**src/mlt_pkg.sv**
```systemverilog
// ----------------------------------------------------------------------------
// mlt_pkg
// Types and constants shared by the memory load governor modules.
// ----------------------------------------------------------------------------
package mlt_pkg;

   // Payload widths.
   localparam int CMD_W   = 2;
   localparam int CPU_W   = 3;
   localparam int WORD_W  = 32;
   localparam int RATE_W  = 64;
   localparam int LOAD_W  = 7;

   // Command codes.
   localparam logic [CMD_W-1:0] CMD_SAMPLE  = 2'd0;
   localparam logic [CMD_W-1:0] CMD_CPU_MAX = 2'd1;
   localparam logic [CMD_W-1:0] CMD_CPU_CUR = 2'd2;

   // Configuration space: two 32-bit registers at byte offsets 0 and 4.
   localparam int CSR_ADDR_W = 3;
   localparam int CSR_DATA_W = 32;
   localparam logic REG_NORMAL_LOAD  = 1'b0;
   localparam logic REG_BOOSTED_LOAD = 1'b1;
   localparam logic [LOAD_W-1:0] NORMAL_LOAD_RESET  = 7'd15;
   localparam logic [LOAD_W-1:0] BOOSTED_LOAD_RESET = 7'd5;

   // Sample count scaling.
   localparam logic [WORD_W-1:0] SHIFT_LIMIT = 32'h0100_0000;
   localparam int COUNT_SHIFT = 7;

   // Shared divider geometry.
   localparam int DVD_W     = 64;
   localparam int DSR_W     = 32;
   localparam int DIV_CNT_W = $clog2(DVD_W);

   // Write strobes toward the CPU frequency table.
   typedef struct packed {
      logic wr_max;
      logic wr_cur;
   } tbl_ctl_type;

endpackage

```
**src/mlt_if.sv**
```systemverilog
// ----------------------------------------------------------------------------
// mlt_req_if / mlt_rsp_if
// Valid/ready channels for governor requests and results.
// ----------------------------------------------------------------------------
interface mlt_req_if;
   logic                          valid;
   logic                          ready;
   logic [mlt_pkg::CMD_W-1:0]     command;
   logic [mlt_pkg::CPU_W-1:0]     cpu_index;
   logic [mlt_pkg::WORD_W-1:0]    cpu_khz;
   logic [mlt_pkg::WORD_W-1:0]    busy_count;
   logic [mlt_pkg::WORD_W-1:0]    window_total;
   logic [mlt_pkg::WORD_W-1:0]    memory_rate_hz;
   logic                          polling_stopped;
   logic [mlt_pkg::WORD_W-1:0]    suspend_rate_hz;

   modport source (output valid, command, cpu_index, cpu_khz, busy_count, window_total,
                   memory_rate_hz, polling_stopped, suspend_rate_hz, input ready);
   modport sink   (input valid, command, cpu_index, cpu_khz, busy_count, window_total,
                   memory_rate_hz, polling_stopped, suspend_rate_hz, output ready);
endinterface

interface mlt_rsp_if;
   logic                          valid;
   logic                          ready;
   logic [mlt_pkg::RATE_W-1:0]    requested_rate;
   logic                          rate_valid;
   logic                          boost_active;
   logic                          boost_changed;

   modport source (output valid, requested_rate, rate_valid, boost_active, boost_changed,
                   input ready);
   modport sink   (input valid, requested_rate, rate_valid, boost_active, boost_changed,
                   output ready);
endinterface

```
**src/mlt_divider.sv**
```systemverilog
// ----------------------------------------------------------------------------
// mlt_divider
// Restoring divider, 64-bit dividend by 32-bit nonzero divisor, one
// quotient bit per cycle.
// ----------------------------------------------------------------------------
module mlt_divider (
   input  logic                        clock,
   input  logic                        reset,
   input  logic                        start,
   input  logic [mlt_pkg::DVD_W-1:0]   dividend,
   input  logic [mlt_pkg::DSR_W-1:0]   divisor,
   output logic                        done,
   output logic [mlt_pkg::DVD_W-1:0]   quotient
);

   logic                              busy_ff, busy_in;
   logic                              done_ff, done_in;
   logic [mlt_pkg::DIV_CNT_W-1:0]     count_ff, count_in;
   logic [mlt_pkg::DVD_W-1:0]         dvd_ff, dvd_in;
   logic [mlt_pkg::DSR_W-1:0]         rem_ff, rem_in;
   logic [mlt_pkg::DSR_W-1:0]         dsr_ff, dsr_in;
   logic [mlt_pkg::DSR_W:0]           partial;
   logic [mlt_pkg::DSR_W:0]           diff;
   logic                              fits;

   // One restoring step: bring down the next dividend bit and try a subtract.
   assign partial = {rem_ff, dvd_ff[mlt_pkg::DVD_W-1]};
   assign diff    = partial - {1'b0, dsr_ff};
   assign fits    = partial >= {1'b0, dsr_ff};

   // The dividend register fills with quotient bits from the bottom.
   always_comb begin
      busy_in  = busy_ff;
      done_in  = 1'b0;
      count_in = count_ff;
      dvd_in   = dvd_ff;
      rem_in   = rem_ff;
      dsr_in   = dsr_ff;
      if (start) begin
         busy_in  = 1'b1;
         count_in = '0;
         dvd_in   = dividend;
         rem_in   = '0;
         dsr_in   = divisor;
      end else if (busy_ff) begin
         dvd_in   = {dvd_ff[mlt_pkg::DVD_W-2:0], fits};
         rem_in   = fits ? diff[mlt_pkg::DSR_W-1:0] : partial[mlt_pkg::DSR_W-1:0];
         count_in = count_ff + 1'b1;
         if (count_ff == mlt_pkg::DIV_CNT_W'(mlt_pkg::DVD_W - 1)) begin
            busy_in = 1'b0;
            done_in = 1'b1;
         end
      end
   end

   always_ff @(posedge clock) begin
      if (reset) begin
         busy_ff  <= 1'b0;
         done_ff  <= 1'b0;
         count_ff <= '0;
      end else begin
         busy_ff  <= busy_in;
         done_ff  <= done_in;
         count_ff <= count_in;
      end
   end

   always_ff @(posedge clock) begin
      dvd_ff <= dvd_in;
      rem_ff <= rem_in;
      dsr_ff <= dsr_in;
   end

   assign done     = done_ff;
   assign quotient = dvd_ff;

endmodule

```
**src/mlt_cpu_table.sv**
```systemverilog
// ----------------------------------------------------------------------------
// mlt_cpu_table
// Per-CPU maximum and current frequency memories with one boost bit per
// CPU and the OR of those bits.
// ----------------------------------------------------------------------------
module mlt_cpu_table #(
   parameter int NUM_CPUS = 8,
   parameter int IDX_W    = 3
) (
   input  logic                          clock,
   input  logic                          reset,
   input  mlt_pkg::tbl_ctl_type          ctl,
   input  logic [IDX_W-1:0]              idx,
   input  logic [mlt_pkg::WORD_W-1:0]    wr_data,
   output logic [mlt_pkg::WORD_W-1:0]    max_q,
   output logic                          boost_any
);

   logic [mlt_pkg::WORD_W-1:0] max_mem [NUM_CPUS];
   logic [mlt_pkg::WORD_W-1:0] cur_mem [NUM_CPUS];
   logic [mlt_pkg::WORD_W-1:0] rd_max_ff;
   logic [mlt_pkg::WORD_W-1:0] rd_cur_ff;
   logic [mlt_pkg::WORD_W-1:0] cur_q;
   logic                       rd_max_vld_ff, rd_max_vld_in;
   logic                       rd_cur_vld_ff, rd_cur_vld_in;
   logic [NUM_CPUS-1:0]        max_vld_ff, max_vld_in;
   logic [NUM_CPUS-1:0]        cur_vld_ff, cur_vld_in;
   logic [NUM_CPUS-1:0]        boost_ff, boost_in;

   // Memories: one write and one registered read each cycle.
   always_ff @(posedge clock) begin
      if (ctl.wr_max) begin
         max_mem[idx] <= wr_data;
      end
      if (ctl.wr_cur) begin
         cur_mem[idx] <= wr_data;
      end
      rd_max_ff <= max_mem[idx];
      rd_cur_ff <= cur_mem[idx];
   end

   // An entry never written reads as zero.
   assign max_q = rd_max_vld_ff ? rd_max_ff : '0;
   assign cur_q = rd_cur_vld_ff ? rd_cur_ff : '0;

   // Valid and boost bits; a write uses the other table's value read earlier.
   always_comb begin
      max_vld_in    = max_vld_ff;
      cur_vld_in    = cur_vld_ff;
      boost_in      = boost_ff;
      rd_max_vld_in = max_vld_ff[idx];
      rd_cur_vld_in = cur_vld_ff[idx];
      if (ctl.wr_max) begin
         max_vld_in[idx] = 1'b1;
         boost_in[idx]   = (wr_data != '0) && (wr_data == cur_q);
      end
      if (ctl.wr_cur) begin
         cur_vld_in[idx] = 1'b1;
         boost_in[idx]   = (max_q != '0) && (max_q == wr_data);
      end
   end

   always_ff @(posedge clock) begin
      if (reset) begin
         max_vld_ff    <= '0;
         cur_vld_ff    <= '0;
         boost_ff      <= '0;
         rd_max_vld_ff <= 1'b0;
         rd_cur_vld_ff <= 1'b0;
      end else begin
         max_vld_ff    <= max_vld_in;
         cur_vld_ff    <= cur_vld_in;
         boost_ff      <= boost_in;
         rd_max_vld_ff <= rd_max_vld_in;
         rd_cur_vld_ff <= rd_cur_vld_in;
      end
   end

   assign boost_any = |boost_ff;

endmodule

```
**src/memory_load_target_rate.sv**
```systemverilog
// ----------------------------------------------------------------------------
// memory_load_target_rate: memory clock governor with CPU boost tracking.
// Load sample: a multiply, then two 64-step divider passes, by the total and then by the load;
// other samples and unknown commands answer directly, CPU events read and write the table
// before evaluation, or go straight to evaluation beyond the table. One item at a time. Sync reset.
// ----------------------------------------------------------------------------
module memory_load_target_rate #(
   parameter int NUM_CPUS = 8
) (
   input  logic                              clock,
   input  logic                              reset,
   mlt_req_if.sink                           req_ch,
   mlt_rsp_if.source                         rsp_ch,
   input  logic                              csr_psel,
   input  logic                              csr_penable,
   input  logic                              csr_pwrite,
   input  logic [mlt_pkg::CSR_ADDR_W-1:0]    csr_paddr,
   input  logic [mlt_pkg::CSR_DATA_W-1:0]    csr_pwdata,
   output logic [mlt_pkg::CSR_DATA_W-1:0]    csr_prdata,
   output logic                              csr_pready
);

   localparam int IDX_W = (NUM_CPUS > 1) ? $clog2(NUM_CPUS) : 1;

   typedef enum logic [9:0] {
      S_IDLE      = 10'b00_0000_0001,
      S_TBL_READ  = 10'b00_0000_0010,
      S_TBL_WRITE = 10'b00_0000_0100,
      S_EVAL      = 10'b00_0000_1000,
      S_MUL       = 10'b00_0001_0000,
      S_DIV_A     = 10'b00_0010_0000,
      S_WAIT_A    = 10'b00_0100_0000,
      S_DIV_B     = 10'b00_1000_0000,
      S_WAIT_B    = 10'b01_0000_0000,
      S_RESP      = 10'b10_0000_0000
   } state_type;

   state_type                        state_ff, state_in;
   logic [mlt_pkg::CMD_W-1:0]        cmd_ff, cmd_in;
   logic [mlt_pkg::CPU_W-1:0]        cpu_ff, cpu_in;
   logic [mlt_pkg::WORD_W-1:0]       khz_ff, khz_in;
   logic [mlt_pkg::WORD_W-1:0]       busy_ff, busy_in;
   logic [mlt_pkg::WORD_W-1:0]       total_ff, total_in;
   logic [mlt_pkg::WORD_W-1:0]       mrate_ff, mrate_in;
   logic [mlt_pkg::LOAD_W-1:0]       load_ff, load_in;
   logic [mlt_pkg::RATE_W-1:0]       acc_ff, acc_in;
   logic                             evaluate_ff, evaluate_in;
   logic                             boost_flag_ff, boost_flag_in;
   logic [mlt_pkg::LOAD_W-1:0]       normal_ff, normal_in;
   logic [mlt_pkg::LOAD_W-1:0]       boosted_ff, boosted_in;
   logic [mlt_pkg::RATE_W-1:0]       target_ff, target_in;
   logic                             rate_valid_ff, rate_valid_in;
   logic                             boost_active_ff, boost_active_in;
   logic                             boost_changed_ff, boost_changed_in;

   logic                             req_xfer;
   logic                             csr_write;
   logic                             in_range;
   logic                             big_counts;
   logic [mlt_pkg::WORD_W-1:0]       busy_scaled;
   logic [mlt_pkg::WORD_W-1:0]       total_scaled;
   logic [mlt_pkg::LOAD_W-1:0]       load_sel;
   logic [mlt_pkg::RATE_W-1:0]       product;
   logic [mlt_pkg::RATE_W-1:0]       quo_scaled;

   mlt_pkg::tbl_ctl_type             tbl_ctl;
   logic [mlt_pkg::WORD_W-1:0]       tbl_max_q;
   logic                             boost_any;

   logic                             div_start;
   logic [mlt_pkg::DSR_W-1:0]        div_divisor;
   logic                             div_done;
   logic [mlt_pkg::DVD_W-1:0]        div_quotient;

   // Per-CPU frequency table.
   mlt_cpu_table #(
      .NUM_CPUS (NUM_CPUS),
      .IDX_W    (IDX_W)
   ) u_cpu_table (
      .clock     (clock),
      .reset     (reset),
      .ctl       (tbl_ctl),
      .idx       (IDX_W'(cpu_ff)),
      .wr_data   (khz_ff),
      .max_q     (tbl_max_q),
      .boost_any (boost_any)
   );

   // Shared divider: first by the total count, then by the load percent.
   mlt_divider u_divider (
      .clock    (clock),
      .reset    (reset),
      .start    (div_start),
      .dividend (acc_ff),
      .divisor  (div_divisor),
      .done     (div_done),
      .quotient (div_quotient)
   );

   assign div_divisor = (state_ff == S_DIV_B) ?
                        mlt_pkg::DSR_W'(load_ff) : total_ff;

   // Configuration port: fixed zero wait state, byte offsets 0 and 4.
   assign csr_pready = 1'b1;
   assign csr_write  = csr_psel && csr_penable && csr_pwrite && csr_pready;
   assign csr_prdata = (csr_paddr[2] == mlt_pkg::REG_BOOSTED_LOAD) ?
                       mlt_pkg::CSR_DATA_W'(boosted_ff) : mlt_pkg::CSR_DATA_W'(normal_ff);

   always_comb begin
      normal_in  = normal_ff;
      boosted_in = boosted_ff;
      if (csr_write) begin
         if (csr_paddr[2] == mlt_pkg::REG_BOOSTED_LOAD) begin
            boosted_in = csr_pwdata[mlt_pkg::LOAD_W-1:0];
         end else begin
            normal_in = csr_pwdata[mlt_pkg::LOAD_W-1:0];
         end
      end
   end

   // Request decode helpers.
   assign req_ch.ready = (state_ff == S_IDLE);
   assign req_xfer     = req_ch.valid && req_ch.ready;
   assign in_range     = 32'(req_ch.cpu_index) < 32'(NUM_CPUS);
   assign big_counts   = (req_ch.busy_count >= mlt_pkg::SHIFT_LIMIT) ||
                         (req_ch.window_total >= mlt_pkg::SHIFT_LIMIT);
   assign busy_scaled  = big_counts ? (req_ch.busy_count >> mlt_pkg::COUNT_SHIFT)
                                    : req_ch.busy_count;
   assign total_scaled = big_counts ? (req_ch.window_total >> mlt_pkg::COUNT_SHIFT)
                                    : req_ch.window_total;
   assign load_sel     = boost_any ? boosted_ff : normal_ff;

   // Arithmetic around the divider: 32x32 product and times 100 as shifts.
   assign product    = 64'(busy_ff) * 64'(mrate_ff);
   assign quo_scaled = (div_quotient << 6) + (div_quotient << 5) + (div_quotient << 2);

   // Sequencer.
   always_comb begin
      state_in         = state_ff;
      cmd_in           = cmd_ff;
      cpu_in           = cpu_ff;
      khz_in           = khz_ff;
      busy_in          = busy_ff;
      total_in         = total_ff;
      mrate_in         = mrate_ff;
      load_in          = load_ff;
      acc_in           = acc_ff;
      evaluate_in      = evaluate_ff;
      boost_flag_in    = boost_flag_ff;
      target_in        = target_ff;
      rate_valid_in    = rate_valid_ff;
      boost_active_in  = boost_active_ff;
      boost_changed_in = boost_changed_ff;
      tbl_ctl          = '0;
      div_start        = 1'b0;
      case (state_ff)
         S_IDLE: begin
            if (req_xfer) begin
               cmd_in           = req_ch.command;
               cpu_in           = req_ch.cpu_index;
               khz_in           = req_ch.cpu_khz;
               target_in        = '0;
               rate_valid_in    = 1'b0;
               boost_active_in  = boost_any;
               boost_changed_in = 1'b0;
               case (req_ch.command)
                  mlt_pkg::CMD_SAMPLE: begin
                     rate_valid_in = 1'b1;
                     if (req_ch.polling_stopped) begin
                        target_in = mlt_pkg::RATE_W'(req_ch.suspend_rate_hz);
                        state_in  = S_RESP;
                     end else if (req_ch.window_total == '0 || total_scaled == '0) begin
                        target_in = '1;
                        state_in  = S_RESP;
                     end else begin
                        busy_in  = busy_scaled;
                        total_in = total_scaled;
                        mrate_in = req_ch.memory_rate_hz;
                        load_in  = (load_sel == '0) ? mlt_pkg::LOAD_W'(1) : load_sel;
                        state_in = S_MUL;
                     end
                  end
                  mlt_pkg::CMD_CPU_MAX, mlt_pkg::CMD_CPU_CUR: begin
                     if (in_range) begin
                        state_in = S_TBL_READ;
                     end else begin
                        evaluate_in = 1'b1;
                        state_in    = S_EVAL;
                     end
                  end
                  default: begin
                     state_in = S_RESP;
                  end
               endcase
            end
         end
         S_TBL_READ: begin
            state_in = S_TBL_WRITE;
         end
         S_TBL_WRITE: begin
            // A maximum equal to the stored one is ignored entirely.
            if (cmd_ff == mlt_pkg::CMD_CPU_MAX && tbl_max_q == khz_ff) begin
               evaluate_in = 1'b0;
            end else begin
               evaluate_in    = 1'b1;
               tbl_ctl.wr_max = (cmd_ff == mlt_pkg::CMD_CPU_MAX);
               tbl_ctl.wr_cur = (cmd_ff == mlt_pkg::CMD_CPU_CUR);
            end
            state_in = S_EVAL;
         end
         S_EVAL: begin
            boost_active_in  = boost_any;
            boost_changed_in = evaluate_ff && (boost_any != boost_flag_ff);
            if (evaluate_ff) begin
               boost_flag_in = boost_any;
            end
            state_in = S_RESP;
         end
         S_MUL: begin
            acc_in   = product;
            state_in = S_DIV_A;
         end
         S_DIV_A: begin
            div_start = 1'b1;
            state_in  = S_WAIT_A;
         end
         S_WAIT_A: begin
            if (div_done) begin
               acc_in   = quo_scaled;
               state_in = S_DIV_B;
            end
         end
         S_DIV_B: begin
            div_start = 1'b1;
            state_in  = S_WAIT_B;
         end
         S_WAIT_B: begin
            if (div_done) begin
               target_in       = div_quotient;
               boost_active_in = boost_any;
               state_in        = S_RESP;
            end
         end
         S_RESP: begin
            if (rsp_ch.ready) begin
               state_in = S_IDLE;
            end
         end
         default: begin
            state_in = S_IDLE;
         end
      endcase
   end

   // Control state.
   always_ff @(posedge clock) begin
      if (reset) begin
         state_ff      <= S_IDLE;
         boost_flag_ff <= 1'b0;
         normal_ff     <= mlt_pkg::NORMAL_LOAD_RESET;
         boosted_ff    <= mlt_pkg::BOOSTED_LOAD_RESET;
      end else begin
         state_ff      <= state_in;
         boost_flag_ff <= boost_flag_in;
         normal_ff     <= normal_in;
         boosted_ff    <= boosted_in;
      end
   end

   // Payload and result registers.
   always_ff @(posedge clock) begin
      cmd_ff           <= cmd_in;
      cpu_ff           <= cpu_in;
      khz_ff           <= khz_in;
      busy_ff          <= busy_in;
      total_ff         <= total_in;
      mrate_ff         <= mrate_in;
      load_ff          <= load_in;
      acc_ff           <= acc_in;
      evaluate_ff      <= evaluate_in;
      target_ff        <= target_in;
      rate_valid_ff    <= rate_valid_in;
      boost_active_ff  <= boost_active_in;
      boost_changed_ff <= boost_changed_in;
   end

   // Result channel.
   assign rsp_ch.valid          = (state_ff == S_RESP);
   assign rsp_ch.requested_rate = target_ff;
   assign rsp_ch.rate_valid     = rate_valid_ff;
   assign rsp_ch.boost_active   = boost_active_ff;
   assign rsp_ch.boost_changed  = boost_changed_ff;

endmodule

```
**src/flat_wrapper.sv**
```systemverilog
// flat-port wrapper written by rule: the top's interface ports become plain ports
module memory_load_target_rate_flat 
#(
   parameter int NUM_CPUS = 8
)
  (clock, reset, csr_psel, csr_penable, csr_pwrite, csr_paddr, csr_pwdata, csr_prdata, csr_pready, req_ch_valid, req_ch_command, req_ch_cpu_index, req_ch_cpu_khz, req_ch_busy_count, req_ch_window_total, req_ch_memory_rate_hz, req_ch_polling_stopped, req_ch_suspend_rate_hz, req_ch_ready, rsp_ch_valid, rsp_ch_requested_rate, rsp_ch_rate_valid, rsp_ch_boost_active, rsp_ch_boost_changed, rsp_ch_ready);
  mlt_req_if req_ch_i ();
  mlt_rsp_if rsp_ch_i ();
  input  logic clock;
  input  logic reset;
  input  logic csr_psel;
  input  logic csr_penable;
  input  logic csr_pwrite;
  input  logic [mlt_pkg::CSR_ADDR_W-1:0] csr_paddr;
  input  logic [mlt_pkg::CSR_DATA_W-1:0] csr_pwdata;
  output logic [mlt_pkg::CSR_DATA_W-1:0] csr_prdata;
  output logic csr_pready;
  input wire logic [$bits(req_ch_i.valid)-1:0] req_ch_valid;
  input wire logic [$bits(req_ch_i.command)-1:0] req_ch_command;
  input wire logic [$bits(req_ch_i.cpu_index)-1:0] req_ch_cpu_index;
  input wire logic [$bits(req_ch_i.cpu_khz)-1:0] req_ch_cpu_khz;
  input wire logic [$bits(req_ch_i.busy_count)-1:0] req_ch_busy_count;
  input wire logic [$bits(req_ch_i.window_total)-1:0] req_ch_window_total;
  input wire logic [$bits(req_ch_i.memory_rate_hz)-1:0] req_ch_memory_rate_hz;
  input wire logic [$bits(req_ch_i.polling_stopped)-1:0] req_ch_polling_stopped;
  input wire logic [$bits(req_ch_i.suspend_rate_hz)-1:0] req_ch_suspend_rate_hz;
  output wire logic [$bits(req_ch_i.ready)-1:0] req_ch_ready;
  output wire logic [$bits(rsp_ch_i.valid)-1:0] rsp_ch_valid;
  output wire logic [$bits(rsp_ch_i.requested_rate)-1:0] rsp_ch_requested_rate;
  output wire logic [$bits(rsp_ch_i.rate_valid)-1:0] rsp_ch_rate_valid;
  output wire logic [$bits(rsp_ch_i.boost_active)-1:0] rsp_ch_boost_active;
  output wire logic [$bits(rsp_ch_i.boost_changed)-1:0] rsp_ch_boost_changed;
  input wire logic [$bits(rsp_ch_i.ready)-1:0] rsp_ch_ready;
  assign req_ch_i.valid = req_ch_valid;
  assign req_ch_i.command = req_ch_command;
  assign req_ch_i.cpu_index = req_ch_cpu_index;
  assign req_ch_i.cpu_khz = req_ch_cpu_khz;
  assign req_ch_i.busy_count = req_ch_busy_count;
  assign req_ch_i.window_total = req_ch_window_total;
  assign req_ch_i.memory_rate_hz = req_ch_memory_rate_hz;
  assign req_ch_i.polling_stopped = req_ch_polling_stopped;
  assign req_ch_i.suspend_rate_hz = req_ch_suspend_rate_hz;
  assign req_ch_ready = req_ch_i.ready;
  assign rsp_ch_valid = rsp_ch_i.valid;
  assign rsp_ch_requested_rate = rsp_ch_i.requested_rate;
  assign rsp_ch_rate_valid = rsp_ch_i.rate_valid;
  assign rsp_ch_boost_active = rsp_ch_i.boost_active;
  assign rsp_ch_boost_changed = rsp_ch_i.boost_changed;
  assign rsp_ch_i.ready = rsp_ch_ready;
  memory_load_target_rate #(.NUM_CPUS(NUM_CPUS)) u_core (.clock(clock), .reset(reset), .req_ch(req_ch_i), .rsp_ch(rsp_ch_i), .csr_psel(csr_psel), .csr_penable(csr_penable), .csr_pwrite(csr_pwrite), .csr_paddr(csr_paddr), .csr_pwdata(csr_pwdata), .csr_prdata(csr_prdata), .csr_pready(csr_pready));
endmodule
```
**config.mk**
```make
export PLATFORM = sky130hd
export DESIGN_NAME = memory_load_target_rate_flat
export DESIGN_NICKNAME = d
export VERILOG_FILES = /design/src/mlt_pkg.sv /design/src/mlt_if.sv /design/src/mlt_divider.sv /design/src/mlt_cpu_table.sv /design/src/memory_load_target_rate.sv /design/src/flat_wrapper.sv
export SDC_FILE = /design/constraint.sdc
export NUM_CORES = 2
export LEC_CHECK = 0
export BUFFER_PORTS_ARGS = -buffer_cell sky130_fd_sc_hd__buf_4
export CAP_MARGIN = 40
export CORE_MARGIN = 1.5
export CORE_UTILIZATION = 65
export DETAILED_ROUTE_END_ITERATION = 16
export PLACE_DENSITY = 0.83
export SLEW_MARGIN = 20
export SYNTH_ARGS = -nofsm -noshare
export SYNTH_HDL_FRONTEND = slang
export SYNTH_HIERARCHICAL = 1
export SYNTH_SLANG_ARGS = --single-unit
```
**constraint.sdc**
```tcl
create_clock -name clock -period 18.34 [get_ports clock]
set_input_delay 1.834 -clock clock [delete_from_list [all_inputs] [get_ports clock]]
set_output_delay 1.834 -clock clock [all_outputs]
set_load 0.01 [all_outputs]
```
==> flow_summary.toml <==
[run_status]
outcome = "finished, final reports clean"

[logic_synthesis]
ys_ff_latch = 1035
seq_area_frac_synth = 0.370
postSynth.asyncResetShare = 0
ys.flop_type = "edfxtp_1"
synth-edff-count = 880
synth_area_mm2 = 0.0798
avgSynthCellArea_um2 = 11.1
syn_inst = 7171
synth_cell_types = 101
yosysWarnings = 6

[global_route]
antenna_found_initial = 1
grt_use_total = 0.338
grt_overflow = 0
grt_pass1_wl_mm = 327
grt_pass1_vias = 58700
grt_max_degree = 74

[clock_network]
cts.repair.resized = 0
post_cts_buffers = 0
root_buffer = "clkbuf_16"
hold_buffers = 0
cts.htree.levels = 3
clockBufferDepth = 3
cts_tree = "yes"
clk_latency_ns = 0.76
clock-sinks = 1035
clkTransAtPathRegs_ns = 0.06
cts_made_buffers = 102

[floorplanning]
num_rows = 128
die_area_mm2 = 0.125
chipHeight_um = 353
die_w_um = 353
io_pins = 310
core_area_mm2 = 0.122
start_util = 0.655

[routing]
drc = 0
routed_via_density = 6.31
vias = 56800
dr.pass1.iters = 7
post_drt_wl_per_cell_um = 23.3
wl_mm = 210
drtIter0Drc = 6056
final_antenna_net_count = 0

[timing]
slew_violations = 0
fin_crit_ns = 8.76
finalCritPeriodShare = 0.478
rsz0062_at_grt = "no"
maxSlewHeadroom = 0.362
fmax_ghz = 0.114
tns_ns = 0
fin_skew_ns = 0.0713
worst_pin_slew_ns = 0.955
hold_viol_final = 0
setup_viol = 0

[finish]
final_core_util = 0.715
drive_gt1_frac = 0.106
nNetsFinal = 8810
area_growth_pct = 9.18

[place]
hpwl_mm = 143
port_buffers = 256
gp_congestion = 0.939

[setup_path]
cp-start-kind = "register"
path_class = "reg2reg"
worstPathArrival_ns = 9.19
crit_required_ns = 18.77
critPathCaptureType = "register"
crit_fanout = 19

[run]
cap_viol_max_count = 0

[min_path]
worstHoldPathType = "reg2reg"
## state kept, by name, summed over array words and instances (netlist names), 2 cells and up
| signal | flops |
|---|---|
| u_core/u_cpu_table/max_mem | 256 |
| u_core/khz_ff | 32 |
| u_core/u_cpu_table/max_vld_ff | 8 |
| u_core/u_cpu_table/cur_vld_ff | 8 |
| u_core/busy_ff | 32 |
| u_core/u_divider/quotient | 64 |
| u_core/total_ff | 32 |
| u_core/u_divider/rem_ff | 32 |
| u_core/u_divider/count_ff | 6 |
| u_core/rsp_ch.requested_rate | 64 |
| u_core/load_ff | 7 |
| u_core/u_cpu_table/rd_cur_ff | 32 |
| u_core/u_cpu_table/boost_ff | 8 |
| u_core/acc_ff | 64 |
| u_core/mrate_ff | 32 |
| u_core/u_divider/dsr_ff | 32 |
| u_core/u_cpu_table/rd_max_ff | 32 |
| u_core/boosted_ff | 7 |
| u_core/cmd_ff | 2 |
| u_core/cpu_ff | 3 |
| u_core/u_cpu_table/cur_mem | 256 |
| u_core/normal_ff | 7 |
| u_core/state_ff | 10 |
## synthesized netlist by cell type (42+ instances only)
library cell	instances	area share
fa_1	955	0.24
inv_1	924	0.043
edfxtp_1	880	0.33
nand2_1	704	0.033
and2_1	669	0.052
ha_1	355	0.056
clkbuf_1	354	0.017
a22oi_1	291	0.027
a21oi_1	194	0.012
nor2_1	182	0.0086
o21ai_0	176	0.011
dfxtp_1	155	0.039
nand4_1	119	0.0093
mux2_2	118	0.017
xnor2_1	104	0.011
a21o_1	103	0.0097
xor2_1	100	0.011
nand3_1	74	0.0046
nor2b_1	50	0.0039
and3_1	48	0.0038
o21a_1	42	0.0040
## final timing paths
check / from / endpoint / slack, ns / depth (start not counted)
hold / removal: u_core/u_cpu_table/cur_vld_ff[3] / u_core/u_cpu_table/cur_vld_ff[3] / 0.47 / 1
hold reg to reg: u_core/u_cpu_table/cur_vld_ff[3] / u_core/u_cpu_table/cur_vld_ff[3] / 0.47 / 1
setup / recovery: u_core/mrate_ff[7] / u_core/acc_ff[44] / 9.58 / 23
setup reg to reg: u_core/mrate_ff[7] / u_core/acc_ff[44] / 9.58 / 23
## critical path, cell delays in order (launching register included)
cell	delay [ns]
edfxtp_1	0.77
buf_16	0.24
and2_1	0.17
fa_1	0.45
fa_1	0.50
fa_1	0.52
inv_1	0.05
fa_1	0.49
inv_1	0.06
fa_1	0.49
fa_1	0.58
fa_1	0.43
fa_1	0.47
ha_1	0.45
a21oi_1	0.28
nor2b_1	0.07
o21ai_0	0.15
o21ai_0	0.10
a31oi_1	0.41
o31ai_1	0.22
a221oi_1	0.46
o21ai_0	0.19
xnor2_1	0.71
mux2i_1	0.22
## stage by stage
stage          instance area [um2]  hold slack (ns)  worst slack (ns)  cells
2_1_floorplan                79900            0.441             10.11   7209
3_3_place_gp                 83200            0.447              9.53   8794
3_5_place_dp                 83300            0.455              9.66   8802
4_1_cts                      86800            0.468              9.64   8996
5_1_grt                      87100            0.479              9.21   9007
6_report                     87100            0.466              9.58   9012
## cell usage in the layout (no fill, tap or decap), types with 25 or more instances in the layout
master and n:
o21a_1 42, mux2_2 118, nor2_1 179, o211ai_1 25
nand2_1 702, ha_1 355, clkbuf_16 103, inv_1 922
o21ai_0 174, nand3_1 74, nand4_1 119, edfxtp_1 880
o21bai_1 27, buf_4 386, nor3_1 36, and3_1 47
xor2_1 100, conb_1 40, fa_1 955, a31oi_1 41
nor4_1 35, a21oi_1 194, a311oi_1 27, xnor2_1 104
nor2b_1 50, a22oi_1 291, dfxtp_1 153, and2_1 661
a21o_1 103
## per-layer routing
| layer | global-route usage | share of wire | vias to the layer above |
|---|---|---|---|
| met2 | 0.545 | 0.48 | 3353 |
| met4 | 0.166 | 0.052 | 2 |
| met5 | 0 | 0.000062 | - |
| met1 | 0.442 | 0.37 | 28400 |
| li1 | - | - | 24300 |
| met3 | 0.0671 | 0.10 | 750 |
## layout make-up
class	instances	area, um2
multi-input cells	4826	45300
fillers	8237	34600
flip-flops and latches	1035	29500
inverters	924	3470
repair buffers	403	3270
clock buffers	137	2820
well taps	1625	2030
clock inverters	57	667
diodes	5	12.5
## cell families (layout without fill, tap and decap cells)
family / after synthesis / count (layout) / synth area share
simple gates: 2038 / 2038 / 0.133
xor+xnor: 204 / 204 / 0.0224
fa+ha+maj: 1310 / 1310 / 0.295
buf+inv: 1348 / 1521 / 0.0653
flops: 1035 / 1035 / 0.370
mux: 134 / 134 / 0.0187
compound gates: 1100 / 1100 / 0.0952
other cells: 2 / 45 / 0.0000942
Power is not shown: default switching activity piles up to over one toggle a cycle in this logic, so the estimate is an artifact.
